[src/hdl/sdspi_pkg.sv]
// ----------------------------------------------------------------------------
// SD SPI host sequencer package
// Phase encoding, command kinds, request codes and command frame bytes.
// ----------------------------------------------------------------------------
package sdspi_pkg;

	// Request codes carried with each input transfer.
	localparam logic [1:0] REQ_BYTE = 2'd0;
	localparam logic [1:0] REQ_INIT = 2'd1;
	localparam logic [1:0] REQ_READ = 2'd2;

	// Configuration register indexes.
	localparam logic [1:0] CFG_POLL_LIMIT   = 2'd0;
	localparam logic [1:0] CFG_WAKE_DUMMIES = 2'd1;

	localparam logic [15:0] POLL_LIMIT_RESET   = 16'd8000;
	localparam logic [15:0] WAKE_DUMMIES_RESET = 16'd1000;

	localparam int unsigned BLOCK_BYTES_DEFAULT = 512;

	// Status codes.
	localparam logic [2:0] ST_BUSY = 3'd0;

	localparam logic [7:0] IDLE_BYTE   = 8'hFF;
	localparam logic [7:0] START_TOKEN = 8'hFE;
	localparam logic [7:0] R1_IDLE     = 8'h01;
	localparam logic [11:0] R7_ECHO    = 12'h1AA;

	typedef enum logic [2:0] {
		K_CMD0   = 3'd0,
		K_CMD8   = 3'd1,
		K_CMD55  = 3'd2,
		K_ACMD41 = 3'd3,
		K_CMD17  = 3'd4
	} kind_t;

	// Terminal phases double as status codes (low three bits).
	typedef enum logic [4:0] {
		PH_IDLE        = 5'd0,
		PH_DONE        = 5'd1,
		PH_E_NORESET   = 5'd2,
		PH_E_OLD       = 5'd3,
		PH_E_PATTERN   = 5'd4,
		PH_E_REJECT    = 5'd5,
		PH_WAKE        = 5'd6,
		PH_SEND_CMD0   = 5'd7,
		PH_SEND_CMD8   = 5'd8,
		PH_SEND_CMD55  = 5'd9,
		PH_SEND_ACMD41 = 5'd10,
		PH_SEND_CMD17  = 5'd11,
		PH_POLL_CMD0   = 5'd12,
		PH_POLL_CMD8   = 5'd13,
		PH_POLL_CMD55  = 5'd14,
		PH_POLL_ACMD41 = 5'd15,
		PH_POLL_CMD17  = 5'd16,
		PH_W_ONE       = 5'd17,
		PH_W_CMD8      = 5'd18,
		PH_R7          = 5'd19,
		PH_W_R7END     = 5'd20,
		PH_W_CMD55     = 5'd21,
		PH_W_ACMD41    = 5'd22,
		PH_W_FINAL     = 5'd23,
		PH_W_CMD17     = 5'd24,
		PH_TOKEN       = 5'd25,
		PH_DATA        = 5'd26,
		PH_CRC         = 5'd27
	} phase_t;

	typedef struct packed {
		logic       tx_valid;
		logic [7:0] tx_byte;
		logic       chip_select_low;
		logic       data_valid;
		logic [7:0] data_byte;
		logic       last_data;
		logic [2:0] status;
	} result_t;

	// Byte at position pos of the command frame of kind k.
	function automatic logic [7:0] frame_byte(kind_t k, logic [2:0] pos, logic [31:0] addr);
		logic [7:0] b;
		b = IDLE_BYTE;
		unique case (k)
			K_CMD0: begin
				unique case (pos)
					3'd0: b = 8'h40;
					3'd5: b = 8'h95;
					3'd6, 3'd7: b = IDLE_BYTE;
					default: b = 8'h00;
				endcase
			end
			K_CMD8: begin
				unique case (pos)
					3'd0: b = 8'h48;
					3'd3: b = 8'h01;
					3'd4: b = 8'hAA;
					3'd5: b = 8'h87;
					3'd6, 3'd7: b = IDLE_BYTE;
					default: b = 8'h00;
				endcase
			end
			K_CMD55: begin
				unique case (pos)
					3'd0: b = 8'h77;
					3'd5, 3'd6, 3'd7: b = IDLE_BYTE;
					default: b = 8'h00;
				endcase
			end
			K_ACMD41: begin
				unique case (pos)
					3'd0: b = 8'h69;
					3'd1: b = 8'h40;
					3'd5, 3'd6, 3'd7: b = IDLE_BYTE;
					default: b = 8'h00;
				endcase
			end
			default: begin
				unique case (pos)
					3'd0: b = 8'h51;
					3'd1: b = addr[31:24];
					3'd2: b = addr[23:16];
					3'd3: b = addr[15:8];
					3'd4: b = addr[7:0];
					default: b = IDLE_BYTE;
				endcase
			end
		endcase
		return b;
	endfunction

	// Phase that follows a command reply r.
	function automatic phase_t reply_phase(kind_t k, logic [7:0] r);
		phase_t p;
		p = PH_E_REJECT;
		unique case (k)
			K_CMD0: begin
				if (r == IDLE_BYTE) p = PH_E_NORESET;
				else if (r == R1_IDLE) p = PH_W_CMD8;
				else p = PH_W_ONE;
			end
			K_CMD8:   p = r[2] ? PH_E_OLD : PH_R7;
			K_CMD55:  p = PH_W_ACMD41;
			K_ACMD41: p = (r == 8'h00) ? PH_W_FINAL : PH_W_CMD55;
			default:  p = (r == 8'h00) ? PH_TOKEN : PH_E_REJECT;
		endcase
		return p;
	endfunction

endpackage

[src/hdl/sd_spi_host_sequencer.sv]
// ----------------------------------------------------------------------------
// SD SPI host sequencer
// Card initialization and single-block read, one SPI byte exchange per transfer.
// ----------------------------------------------------------------------------
// An input transfer's result is registered in the result register, or in the skid
// register while the output stalls. One input transfer per cycle while the skid
// register is empty; the whole next-state decision is one pass of logic from the
// state registers to the result register. This two-entry output keeps the input
// open for one more transfer while a result waits. Reset clears the phase to idle,
// the counters to zero and the configuration to 8000 poll bytes, 1000 dummies.
module sd_spi_host_sequencer #(
	parameter int unsigned BLOCK_BYTES = sdspi_pkg::BLOCK_BYTES_DEFAULT
) (
	input  logic        clk,
	input  logic        arst_n,
	// Input stream.
	input  logic        s_tvalid,
	output logic        s_tready,
	input  logic [31:0] s_tdata,  // blk_num[22:0], rx_byte[30:23], zero[31]
	input  logic [1:0]  s_tuser,  // req_type[1:0]
	// Result stream.
	output logic        m_tvalid,
	input  logic        m_tready,
	output logic [23:0] m_tdata,  // tx_byte[7:0], chip_select_low[8], data_byte[16:9],
	                              // status[19:17], zero[23:20]
	output logic [1:0]  m_tuser,  // tx_valid[0], data_valid[1]
	output logic        m_tlast,  // last_data
	// Configuration writes.
	input  logic        cfg_valid,
	output logic        cfg_ready,
	input  logic [1:0]  cfg_index,
	input  logic [15:0] cfg_data
);
	import sdspi_pkg::*;

	localparam logic [15:0] BlockBytes16 = 16'(BLOCK_BYTES);
	localparam logic [31:0] BlockBytes32 = 32'(BLOCK_BYTES);

	// Configuration registers. Writes to indexes beyond the list are dropped.
	logic [15:0] poll_limit_q;
	logic [15:0] wake_dummies_q;

	assign cfg_ready = 1'b1;

	always_ff @(posedge clk or negedge arst_n) begin
		if (!arst_n) begin
			poll_limit_q   <= POLL_LIMIT_RESET;
			wake_dummies_q <= WAKE_DUMMIES_RESET;
		end else if (cfg_valid) begin
			if (cfg_index == CFG_POLL_LIMIT) poll_limit_q <= cfg_data;
			if (cfg_index == CFG_WAKE_DUMMIES) wake_dummies_q <= cfg_data;
		end
	end

	// Sequencer state.
	phase_t      phase_q, phase_d;
	logic [15:0] count_q, count_d;
	logic [2:0]  pos_q, pos_d;
	logic [31:0] addr_q, addr_d;
	logic [11:0] echo_q, echo_d;

	logic [1:0]  req;
	logic [22:0] blk_num;
	logic [7:0]  rx_byte;
	logic        accept;

	assign req      = s_tuser;
	assign blk_num  = s_tdata[22:0];
	assign rx_byte  = s_tdata[30:23];
	assign accept   = s_tvalid && s_tready;

	logic [15:0] count_inc;
	logic [2:0]  pos_inc;
	logic [11:0] echo_shift;
	kind_t       cur_kind;
	kind_t       poll_kind;
	logic        do_reply;
	kind_t       reply_kind;
	logic [7:0]  reply_byte;
	result_t     res;

	assign count_inc  = count_q + 16'd1;
	assign pos_inc    = pos_q + 3'd1;
	assign echo_shift = {echo_q[3:0], rx_byte};
	assign cur_kind   = kind_t'(3'(5'(phase_q) - 5'(PH_SEND_CMD0)));
	assign poll_kind  = kind_t'(3'(5'(phase_q) - 5'(PH_POLL_CMD0)));

	// Next state and result for the transfer on the input.
	always_comb begin
		phase_d    = phase_q;
		count_d    = count_q;
		pos_d      = pos_q;
		addr_d     = addr_q;
		echo_d     = echo_q;
		do_reply   = 1'b0;
		reply_kind = K_CMD0;
		reply_byte = IDLE_BYTE;
		res        = '0;

		unique case (req)
			REQ_INIT: begin
				// A restart is taken in any phase.
				count_d = '0;
				if (wake_dummies_q == 16'd0) begin
					phase_d = PH_SEND_CMD0;
					pos_d   = '0;
				end else begin
					phase_d = PH_WAKE;
				end
			end
			REQ_READ: begin
				if (phase_q == PH_DONE || phase_q == PH_E_REJECT) begin
					addr_d  = 32'(32'(blk_num) * BlockBytes32);
					phase_d = PH_W_CMD17;
				end
			end
			REQ_BYTE: begin
				priority if (phase_q >= PH_SEND_CMD0 && phase_q <= PH_SEND_CMD17) begin
					// Command frame going out; poll for the reply after six bytes.
					pos_d = pos_inc;
					if (pos_inc >= 3'd6) begin
						phase_d = phase_t'(5'(PH_POLL_CMD0) + 5'(cur_kind));
						count_d = '0;
						if (poll_limit_q == 16'd0) begin
							do_reply   = 1'b1;
							reply_kind = cur_kind;
						end
					end
				end else if (phase_q >= PH_POLL_CMD0 && phase_q <= PH_POLL_CMD17) begin
					reply_kind = poll_kind;
					if (rx_byte != IDLE_BYTE) begin
						do_reply   = 1'b1;
						reply_byte = rx_byte;
					end else begin
						// A timed-out reply is treated as an idle byte.
						count_d = count_inc;
						if (count_inc >= poll_limit_q) do_reply = 1'b1;
					end
				end else begin
					unique case (phase_q)
						PH_WAKE: begin
							count_d = count_inc;
							if (count_inc >= wake_dummies_q) begin
								phase_d = PH_SEND_CMD0;
								pos_d   = '0;
							end
						end
						PH_W_ONE: if (rx_byte == R1_IDLE) phase_d = PH_W_CMD8;
						PH_W_CMD8: begin
							if (rx_byte == IDLE_BYTE) begin
								phase_d = PH_SEND_CMD8;
								pos_d   = '0;
							end
						end
						PH_R7: begin
							// Collect the four R7 trailer bytes; the low 12 bits carry the echo.
							echo_d = echo_shift;
							pos_d  = pos_inc;
							if (pos_inc >= 3'd4)
								phase_d = (echo_shift == R7_ECHO) ? PH_W_R7END : PH_E_PATTERN;
						end
						PH_W_R7END: if (rx_byte == IDLE_BYTE) phase_d = PH_W_CMD55;
						PH_W_CMD55: begin
							if (rx_byte == IDLE_BYTE) begin
								phase_d = PH_SEND_CMD55;
								pos_d   = '0;
							end
						end
						PH_W_ACMD41: begin
							if (rx_byte == IDLE_BYTE) begin
								phase_d = PH_SEND_ACMD41;
								pos_d   = '0;
							end
						end
						PH_W_FINAL: if (rx_byte == IDLE_BYTE) phase_d = PH_DONE;
						PH_W_CMD17: begin
							if (rx_byte == IDLE_BYTE) begin
								phase_d = PH_SEND_CMD17;
								pos_d   = '0;
							end
						end
						PH_TOKEN: begin
							if (rx_byte == START_TOKEN) begin
								phase_d = PH_DATA;
								count_d = '0;
							end
						end
						PH_DATA: begin
							res.data_valid = 1'b1;
							res.data_byte  = rx_byte;
							count_d        = count_inc;
							if (count_inc >= BlockBytes16) begin
								res.last_data = 1'b1;
								phase_d       = PH_CRC;
								pos_d         = '0;
							end
						end
						PH_CRC: begin
							pos_d = pos_inc;
							if (pos_inc >= 3'd2) phase_d = PH_DONE;
						end
						default: ;
					endcase
				end
			end
			default: ;
		endcase

		// Command reply handling shared by the frame end and the poll phases.
		if (do_reply) begin
			phase_d = reply_phase(reply_kind, reply_byte);
			if (reply_kind == K_CMD8 && !reply_byte[2]) begin
				pos_d  = '0;
				echo_d = '0;
			end
		end

		// Result fields follow from the new state.
		res.tx_valid        = (phase_d > PH_E_REJECT);
		res.chip_select_low = !(phase_d == PH_IDLE || phase_d == PH_WAKE);
		res.status          = ST_BUSY;
		if (res.tx_valid) begin
			if (phase_d >= PH_SEND_CMD0 && phase_d <= PH_SEND_CMD17)
				res.tx_byte = frame_byte(kind_t'(3'(5'(phase_d) - 5'(PH_SEND_CMD0))),
					pos_d, addr_d);
			else
				res.tx_byte = IDLE_BYTE;
		end else begin
			res.status = 3'(phase_d);
		end
	end

	always_ff @(posedge clk or negedge arst_n) begin
		if (!arst_n) begin
			phase_q <= PH_IDLE;
			count_q <= '0;
			pos_q   <= '0;
			addr_q  <= '0;
			echo_q  <= '0;
		end else if (accept) begin
			phase_q <= phase_d;
			count_q <= count_d;
			pos_q   <= pos_d;
			addr_q  <= addr_d;
			echo_q  <= echo_d;
		end
	end

	// Output register with a skid register behind it.
	logic    out_valid_q, skid_valid_q;
	result_t out_q, skid_q;
	logic    out_free;

	assign s_tready = !skid_valid_q;
	assign out_free = !out_valid_q || m_tready;

	always_ff @(posedge clk or negedge arst_n) begin
		if (!arst_n) begin
			out_valid_q  <= 1'b0;
			skid_valid_q <= 1'b0;
		end else if (out_free) begin
			if (skid_valid_q) begin
				out_valid_q  <= 1'b1;
				skid_valid_q <= 1'b0;
			end else begin
				out_valid_q <= accept;
			end
		end else if (accept) begin
			skid_valid_q <= 1'b1;
		end
	end

	always_ff @(posedge clk) begin
		if (out_free) begin
			out_q <= skid_valid_q ? skid_q : res;
		end else if (accept) begin
			skid_q <= res;
		end
	end

	assign m_tvalid = out_valid_q;
	assign m_tdata  = {4'd0, out_q.status, out_q.data_byte, out_q.chip_select_low,
		out_q.tx_byte};
	assign m_tuser  = {out_q.data_valid, out_q.tx_valid};
	assign m_tlast  = out_q.last_data;

	// The skid register only fills behind a stalled result.
	a_skid_behind_out: assert property (@(posedge clk) disable iff (!arst_n)
		skid_valid_q |-> out_valid_q)
		else $error("skid register holds a result with the output register empty");

	// An accepted init request always restarts at the wake dummies or at CMD0.
	a_init_restart: assert property (@(posedge clk) disable iff (!arst_n)
		(accept && req == REQ_INIT) |=> (phase_q == PH_WAKE || phase_q == PH_SEND_CMD0))
		else $error("init request did not restart the sequence");

	// A final data byte is always a delivered data byte.
	a_last_is_data: assert property (@(posedge clk) disable iff (!arst_n)
		(m_tvalid && m_tlast) |-> m_tuser[1])
		else $error("last_data without data_valid");

	// An outcome status is only reported when no exchange is requested.
	a_status_idle_bus: assert property (@(posedge clk) disable iff (!arst_n)
		(m_tvalid && m_tdata[19:17] != ST_BUSY) |-> !m_tuser[0])
		else $error("outcome status reported with a pending exchange");

endmodule
[config.mk]
export PLATFORM = sky130hd
export DESIGN_NAME = sd_spi_host_sequencer
export DESIGN_NICKNAME = d
export VERILOG_FILES = /design/src/hdl/sdspi_pkg.sv /design/src/hdl/sd_spi_host_sequencer.sv
export SDC_FILE = /design/constraint.sdc
export NUM_CORES = 1
export LEC_CHECK = 0
export ABC_AREA = 1
export BUFFER_PORTS_ARGS = -buffer_cell sky130_fd_sc_hd__buf_2
export CORE_UTILIZATION = 35
export DETAILED_ROUTE_END_ITERATION = 8
export PLACE_DENSITY = 0.58
export SYNTH_ARGS = -nofsm -noshare
export SYNTH_HDL_FRONTEND = slang
export SYNTH_SLANG_ARGS = --single-unit
export TNS_END_PERCENT = 10
[constraint.sdc]
create_clock -name clk -period 5 [get_ports clk]
set_clock_uncertainty 0.2 [all_clocks]
set_input_delay 0.75 -clock clk [delete_from_list [all_inputs] [get_ports clk]]
set_output_delay 0.75 -clock clk [all_outputs]
set_load 0.1 [all_outputs]
==> impl_results.html <==
<table>
<tr><th>Metric</th><th>Value</th></tr>
<tr><th colspan="2">Run status</th></tr>
<tr><td>Result of the run</td><td>complete, but fails checks</td></tr>
<tr><td>Violations in the final reports</td><td>design-rule violations</td></tr>
<tr><th colspan="2">Die</th></tr>
<tr><td>Initial standard-cell utilization of the core</td><td>between 30% and 40%</td></tr>
<tr><td>Height of the chip</td><td>165.9 microns</td></tr>
<tr><td>Placeable core region</td><td>26210 sq um</td></tr>
<tr><td>Boundary pin count</td><td>just under 90</td></tr>
<tr><td>Site row count</td><td>slightly below 60</td></tr>
<tr><td>Die outline area</td><td>between 20000 and 30000 sq um</td></tr>
<tr><td>Die X</td><td>between 150 and 200 microns</td></tr>
<tr><th colspan="2">Drt</th></tr>
<tr><td>Wire length after detailed routing</td><td>roughly 24000 microns</td></tr>
<tr><td>Average detailed-routed wire length per instance</td><td>14.28 microns</td></tr>
<tr><td>DRC viols</td><td>2</td></tr>
<tr><td>Length of the first detailed-routing pass in iterations</td><td>7</td></tr>
<tr><td>Total number of vias</td><td>around 8.3k</td></tr>
<tr><td>Drt via density</td><td>about 5.0</td></tr>
<tr><td>Antenna violation net count after detailed routing</td><td>0</td></tr>
<tr><td>1st-iter DRT viols</td><td>about 630</td></tr>
<tr><th colspan="2">STA</th></tr>
<tr><td>Fin worst setup slack</td><td>roughly 0.29 ns</td></tr>
<tr><td>Final worst path period share</td><td>94.25%</td></tr>
<tr><td>Max-slew violation total from the final report</td><td>0</td></tr>
<tr><td>Fmax</td><td>around 210 MHz</td></tr>
<tr><td>Actual slew at the worst max-slew pin</td><td>about 1.2 ns</td></tr>
<tr><td>Setup violators final</td><td>0</td></tr>
<tr><td>Hold Worst Slack</td><td>roughly 0.21 ns</td></tr>
<tr><td>Shortest clock period the worst path allows after layout</td><td>approximately 4.7 ns</td></tr>
<tr><td>Headroom to the max-slew limit</td><td>22.56%</td></tr>
<tr><td>Hold Fails Final Rpt</td><td>0</td></tr>
<tr><th colspan="2">Critical path</th></tr>
<tr><td>Data arrival, critical path</td><td>between 4 and 5 ns</td></tr>
<tr><td>Crit path required time</td><td>between 4 and 5 ns</td></tr>
<tr><td>R2R depth</td><td>29</td></tr>
<tr><td>Setup CP Type</td><td>flop to flop</td></tr>
<tr><td>Type of element launching the critical path</td><td>flop</td></tr>
<tr><td>Critical-path maximum fanout</td><td>7</td></tr>
<tr><td>Largest stage delay, worst path</td><td>~0.45 ns</td></tr>
<tr><td>Cell with the largest stage delay on the worst path</td><td>dfrtp_2</td></tr>
<tr><td>Kind of capture point of the worst setup path</td><td>flop</td></tr>
<tr><td>Most frequent cell on the critical path</td><td>nand2_1</td></tr>
<tr><th colspan="2">Synth</th></tr>
<tr><td>Post-synthesis share of cell area spent on xor and xnor gates</td><td>less than 1%</td></tr>
<tr><td>Netlist cell types</td><td>54</td></tr>
<tr><td>Number of warnings reported in the yosys synthesis log</td><td>0</td></tr>
<tr><td>Post-synthesis sequential area ratio</td><td>39.86%</td></tr>
<tr><td>Avg Inst Size Synth</td><td>~7.5 sq um</td></tr>
<tr><td>Synth top area share</td><td>between 20% and 30%</td></tr>
<tr><td>Flip-flop cell with the highest count after synthesis</td><td>dfrtp_1</td></tr>
<tr><td>Post-synthesis share of cell area spent on and, or, nand and nor gates</td><td>approximately 30%</td></tr>
<tr><td>Share of flip-flops with an asynchronous set or reset</td><td>~67%</td></tr>
<tr><td>Synth area leader</td><td>dfrtp_1</td></tr>
<tr><td>Main area contributors after synthesis</td><td>dfrtp_1 (22%), edfxtp_1 (15%), nand2_1 (13%), inv_1 (6.6%), o21ai_0 (5.6%)</td></tr>
<tr><td>Dominant combinational cell family by area after synthesis</td><td>simple AND/OR/NAND/NOR gates</td></tr>
<tr><td>Instance count of the mapped netlist</td><td>roughly 1.3k</td></tr>
<tr><td>Post-Synth Adder-Cell Area</td><td>around 5.3%</td></tr>
<tr><td>Post-synthesis cell area</td><td>approximately 9400 sq um</td></tr>
<tr><td>Multiplexer share of the synthesized area</td><td>0%</td></tr>
<tr><td>Post-synthesis register bit count</td><td>140</td></tr>
<tr><td>Number of synthesized flops with an enable pin</td><td>46</td></tr>
<tr><td>Share of the synthesized area in compound gates (AO/OA/AOI/OAI)</td><td>between 10% and 20%</td></tr>
<tr><th colspan="2">Layout</th></tr>
<tr><td>Layout cells sized above 1</td><td>18.44%</td></tr>
<tr><td>Final nets</td><td>around 1.4k</td></tr>
<tr><td>Highest-count cells in the layout ignoring fill and taps</td><td>nand2_1 (327), inv_1 (166), nor2_1 (114)</td></tr>
<tr><td>Commonest non-fill, non-tap cell in the layout</td><td>nand2_1</td></tr>
<tr><td>Layout Area Growth over Synthesis</td><td>14.21%</td></tr>
<tr><th colspan="2">Power and ir drop</th></tr>
<tr><td>Static leakage power</td><td>between 5 and 6 nW</td></tr>
<tr><td>Power spent charging and discharging nets</td><td>0.002289 W</td></tr>
<tr><td>Switching Share</td><td>about 45%</td></tr>
<tr><td>Combinational power share</td><td>41.7%</td></tr>
<tr><td>Internal power</td><td>between 0.002 and 0.003 W</td></tr>
<tr><td>Sequential group share of total power</td><td>around 33%</td></tr>
<tr><td>Worst VDD drop</td><td>0.0002835 V</td></tr>
<tr><td>Power Total</td><td>0.005093 W</td></tr>
<tr><td>Part of the total power dissipated in the clock network</td><td>25.3%</td></tr>
<tr><td>Power Dens Cells</td><td>approximately 470 nW/um^2</td></tr>
<tr><th colspan="2">Placement</th></tr>
<tr><td>Worst slack, placed</td><td>~0.22 ns</td></tr>
<tr><td>Post-detail-place hpwl</td><td>between 15000 and 20000 microns</td></tr>
<tr><td>GP Congestion</td><td>around 0.91</td></tr>
<tr><td>Count of buffers inserted at the top-level ports</td><td>80</td></tr>
<tr><th colspan="2">Global route</th></tr>
<tr><td>Pin count of the biggest net entering global routing</td><td>slightly below 70</td></tr>
<tr><td>Vias in the first global route</td><td>~8.0k</td></tr>
<tr><td>Total global routing track utilization</td><td>roughly 18%</td></tr>
<tr><td>Residual overflow from global routing</td><td>0</td></tr>
<tr><td>Number of antenna violations at the first check in global routing</td><td>1</td></tr>
<tr><td>First-pass GRT wire length</td><td>40270 microns</td></tr>
<tr><th colspan="2">CTS</th></tr>
<tr><td>CTS clk-pin slew, worst paths</td><td>0.07 ns</td></tr>
<tr><td>Longest Clk Path Bufs</td><td>2</td></tr>
<tr><td>Source-to-sink clock delay at the later pin of the worst-skew pair</td><td>approximately 0.44 ns</td></tr>
<tr><td>TritonCTS buffer count</td><td>17</td></tr>
<tr><td>Root Buffer Master</td><td>clkbuf_16</td></tr>
<tr><td># hold bufs at CTS</td><td>0</td></tr>
<tr><td>Deepest level of the CTS H-tree</td><td>4</td></tr>
<tr><td>Clock tree from TritonCTS</td><td>done</td></tr>
<tr><td>Total number of clock tree sinks</td><td>140</td></tr>
<tr><th colspan="2">Run</th></tr>
<tr><td>Max capacitance violation total</td><td>0</td></tr>
<tr><th colspan="2">Min path</th></tr>
<tr><td>Hold crit path type</td><td>input pin to asynchronous set/reset pin</td></tr>
</table>
==> critical path, delay by kind of cell (launching register included) <==
| family | cells | cell delay (ns) |
|---|---|---|
| adders and majority gates | 3 | 0.83 |
| DFF | 1 | 0.45 |
| and+or+nand+nor | 18 | 2.06 |
| AOI/OAI and AO/OA | 4 | 0.54 |
| buffers and inverters | 4 | 0.38 |
==> routing by layer <==
| layer | up-vias | track usage (%) | wire length (microns) |
|---|---|---|---|
| li1 | 4233 | - | - |
| met2 | 211 | 27.87 | 10440 |
| met5 | - | 0 | 0 |
| met3 | 31 | 2.908 | 943 |
| met4 | 0 | 6.095 | 427 |
| met1 | 3866 | 25.82 | 12200 |
==> power groups by stage <==
stage / clock network [W] / registers (W) / logic (W)
6_report: 0.00129 / 0.00168 / 0.00212
5_1_grt: 0.00136 / 0.00172 / 0.00236
4_1_cts: 0.00131 / 0.00168 / 0.00211
3_5_place_dp: 0 / 0.00170 / 0.00210
3_3_place_gp: 0 / 0.00169 / 0.00208
2_1_floorplan: 0 / 0.00205 / 0.00130
==> logic make-up after synthesis <==
| family | after synthesis |
|---|---|
| AND/OR/NAND/NOR | 614 |
| adder cells (fa/ha/maj) | 40 |
| flip-flops | 140 |
| other | 2 |
| AO/OA/AOI/OAI | 226 |
| buffers and inverters | 230 |
| XOR/XNOR | 7 |
==> Yosys cell counts (3+ instances only) <==
| cell type | number |
|---|---|
| nand2_1 | 327 |
| inv_1 | 166 |
| nor2_1 | 115 |
| o21ai_0 | 106 |
| dfrtp_1 | 82 |
| nand3_1 | 53 |
| a21oi_1 | 48 |
| edfxtp_1 | 46 |
| ha_1 | 40 |
| nand4_1 | 28 |
| clkbuf_1 | 22 |
| o22ai_1 | 20 |
| inv_2 | 18 |
| o21ai_1 | 18 |
| nand2_2 | 14 |
| nor2_2 | 13 |
| dfstp_2 | 12 |
| nor3_1 | 12 |
| or2_2 | 12 |
| nand3_2 | 11 |
| nor2_4 | 11 |
| buf_4 | 9 |
| nand2_4 | 7 |
| o211ai_1 | 6 |
| xor2_1 | 6 |
| a31oi_1 | 5 |
| buf_2 | 5 |
| a21oi_4 | 4 |
| a22o_1 | 4 |
| o21ai_2 | 4 |
| buf_6 | 3 |
| inv_4 | 3 |
==> through the flow <==
step	setup TNS [ns]	area [sq um]	std cells	utilization, %
2_1_floorplan	0	9417	1262	-
3_3_place_gp	0	10090	1645	38.51
3_5_place_dp	0	10090	1645	38.51
4_1_cts	0	10690	1677	40.79
5_1_grt	-0.4993	10740	1681	40.99
6_report	0	10740	1681	40.99
==> sequential cells by signal, indices dropped and copies added (netlist names), 4 cells and up <==
name            cells
m_tdata            20
count_q            16
addr_q             32
echo_q              4
wake_dummies_q     16
phase_q             5
poll_limit_q       16
skid_q             23
==> layout make-up <==
cell class / instances / area [sq um]
well taps: 335 / 419.2
flip-flops and latches: 140 / 3750
clock inverters: 15 / 172.7
inverters: 189 / 721.9
diodes: 1 / 2.502
fillers: 2704 / 15460
clock buffers: 17 / 425.4
multi-input cells: 892 / 4760
repair buffers: 92 / 490.5
==> final timing paths <==
path / endpoint / slack, ns / from
worst max-delay path: m_tdata[2] / 0.29 / count_q[0]
worst min register to register: poll_limit_q[2] / 0.28 / poll_limit_q[2]
worst max register to register: m_tdata[2] / 0.29 / count_q[0]
min in group clk: poll_limit_q[2] / 0.28 / poll_limit_q[2]
max in group asynchronous: wake_dummies_q[7] / 3.44 / arst_n
worst min-delay path: wake_dummies_q[13] / 0.21 / arst_n
==> timing repair <==
item | in CTS | in global routing
setup buffers | 0 | 3
gates resized for setup | 0 | 7
endpoints found under the setup margin | 0 | 16
No activity file was read; power rests on OpenSTA's default activity.
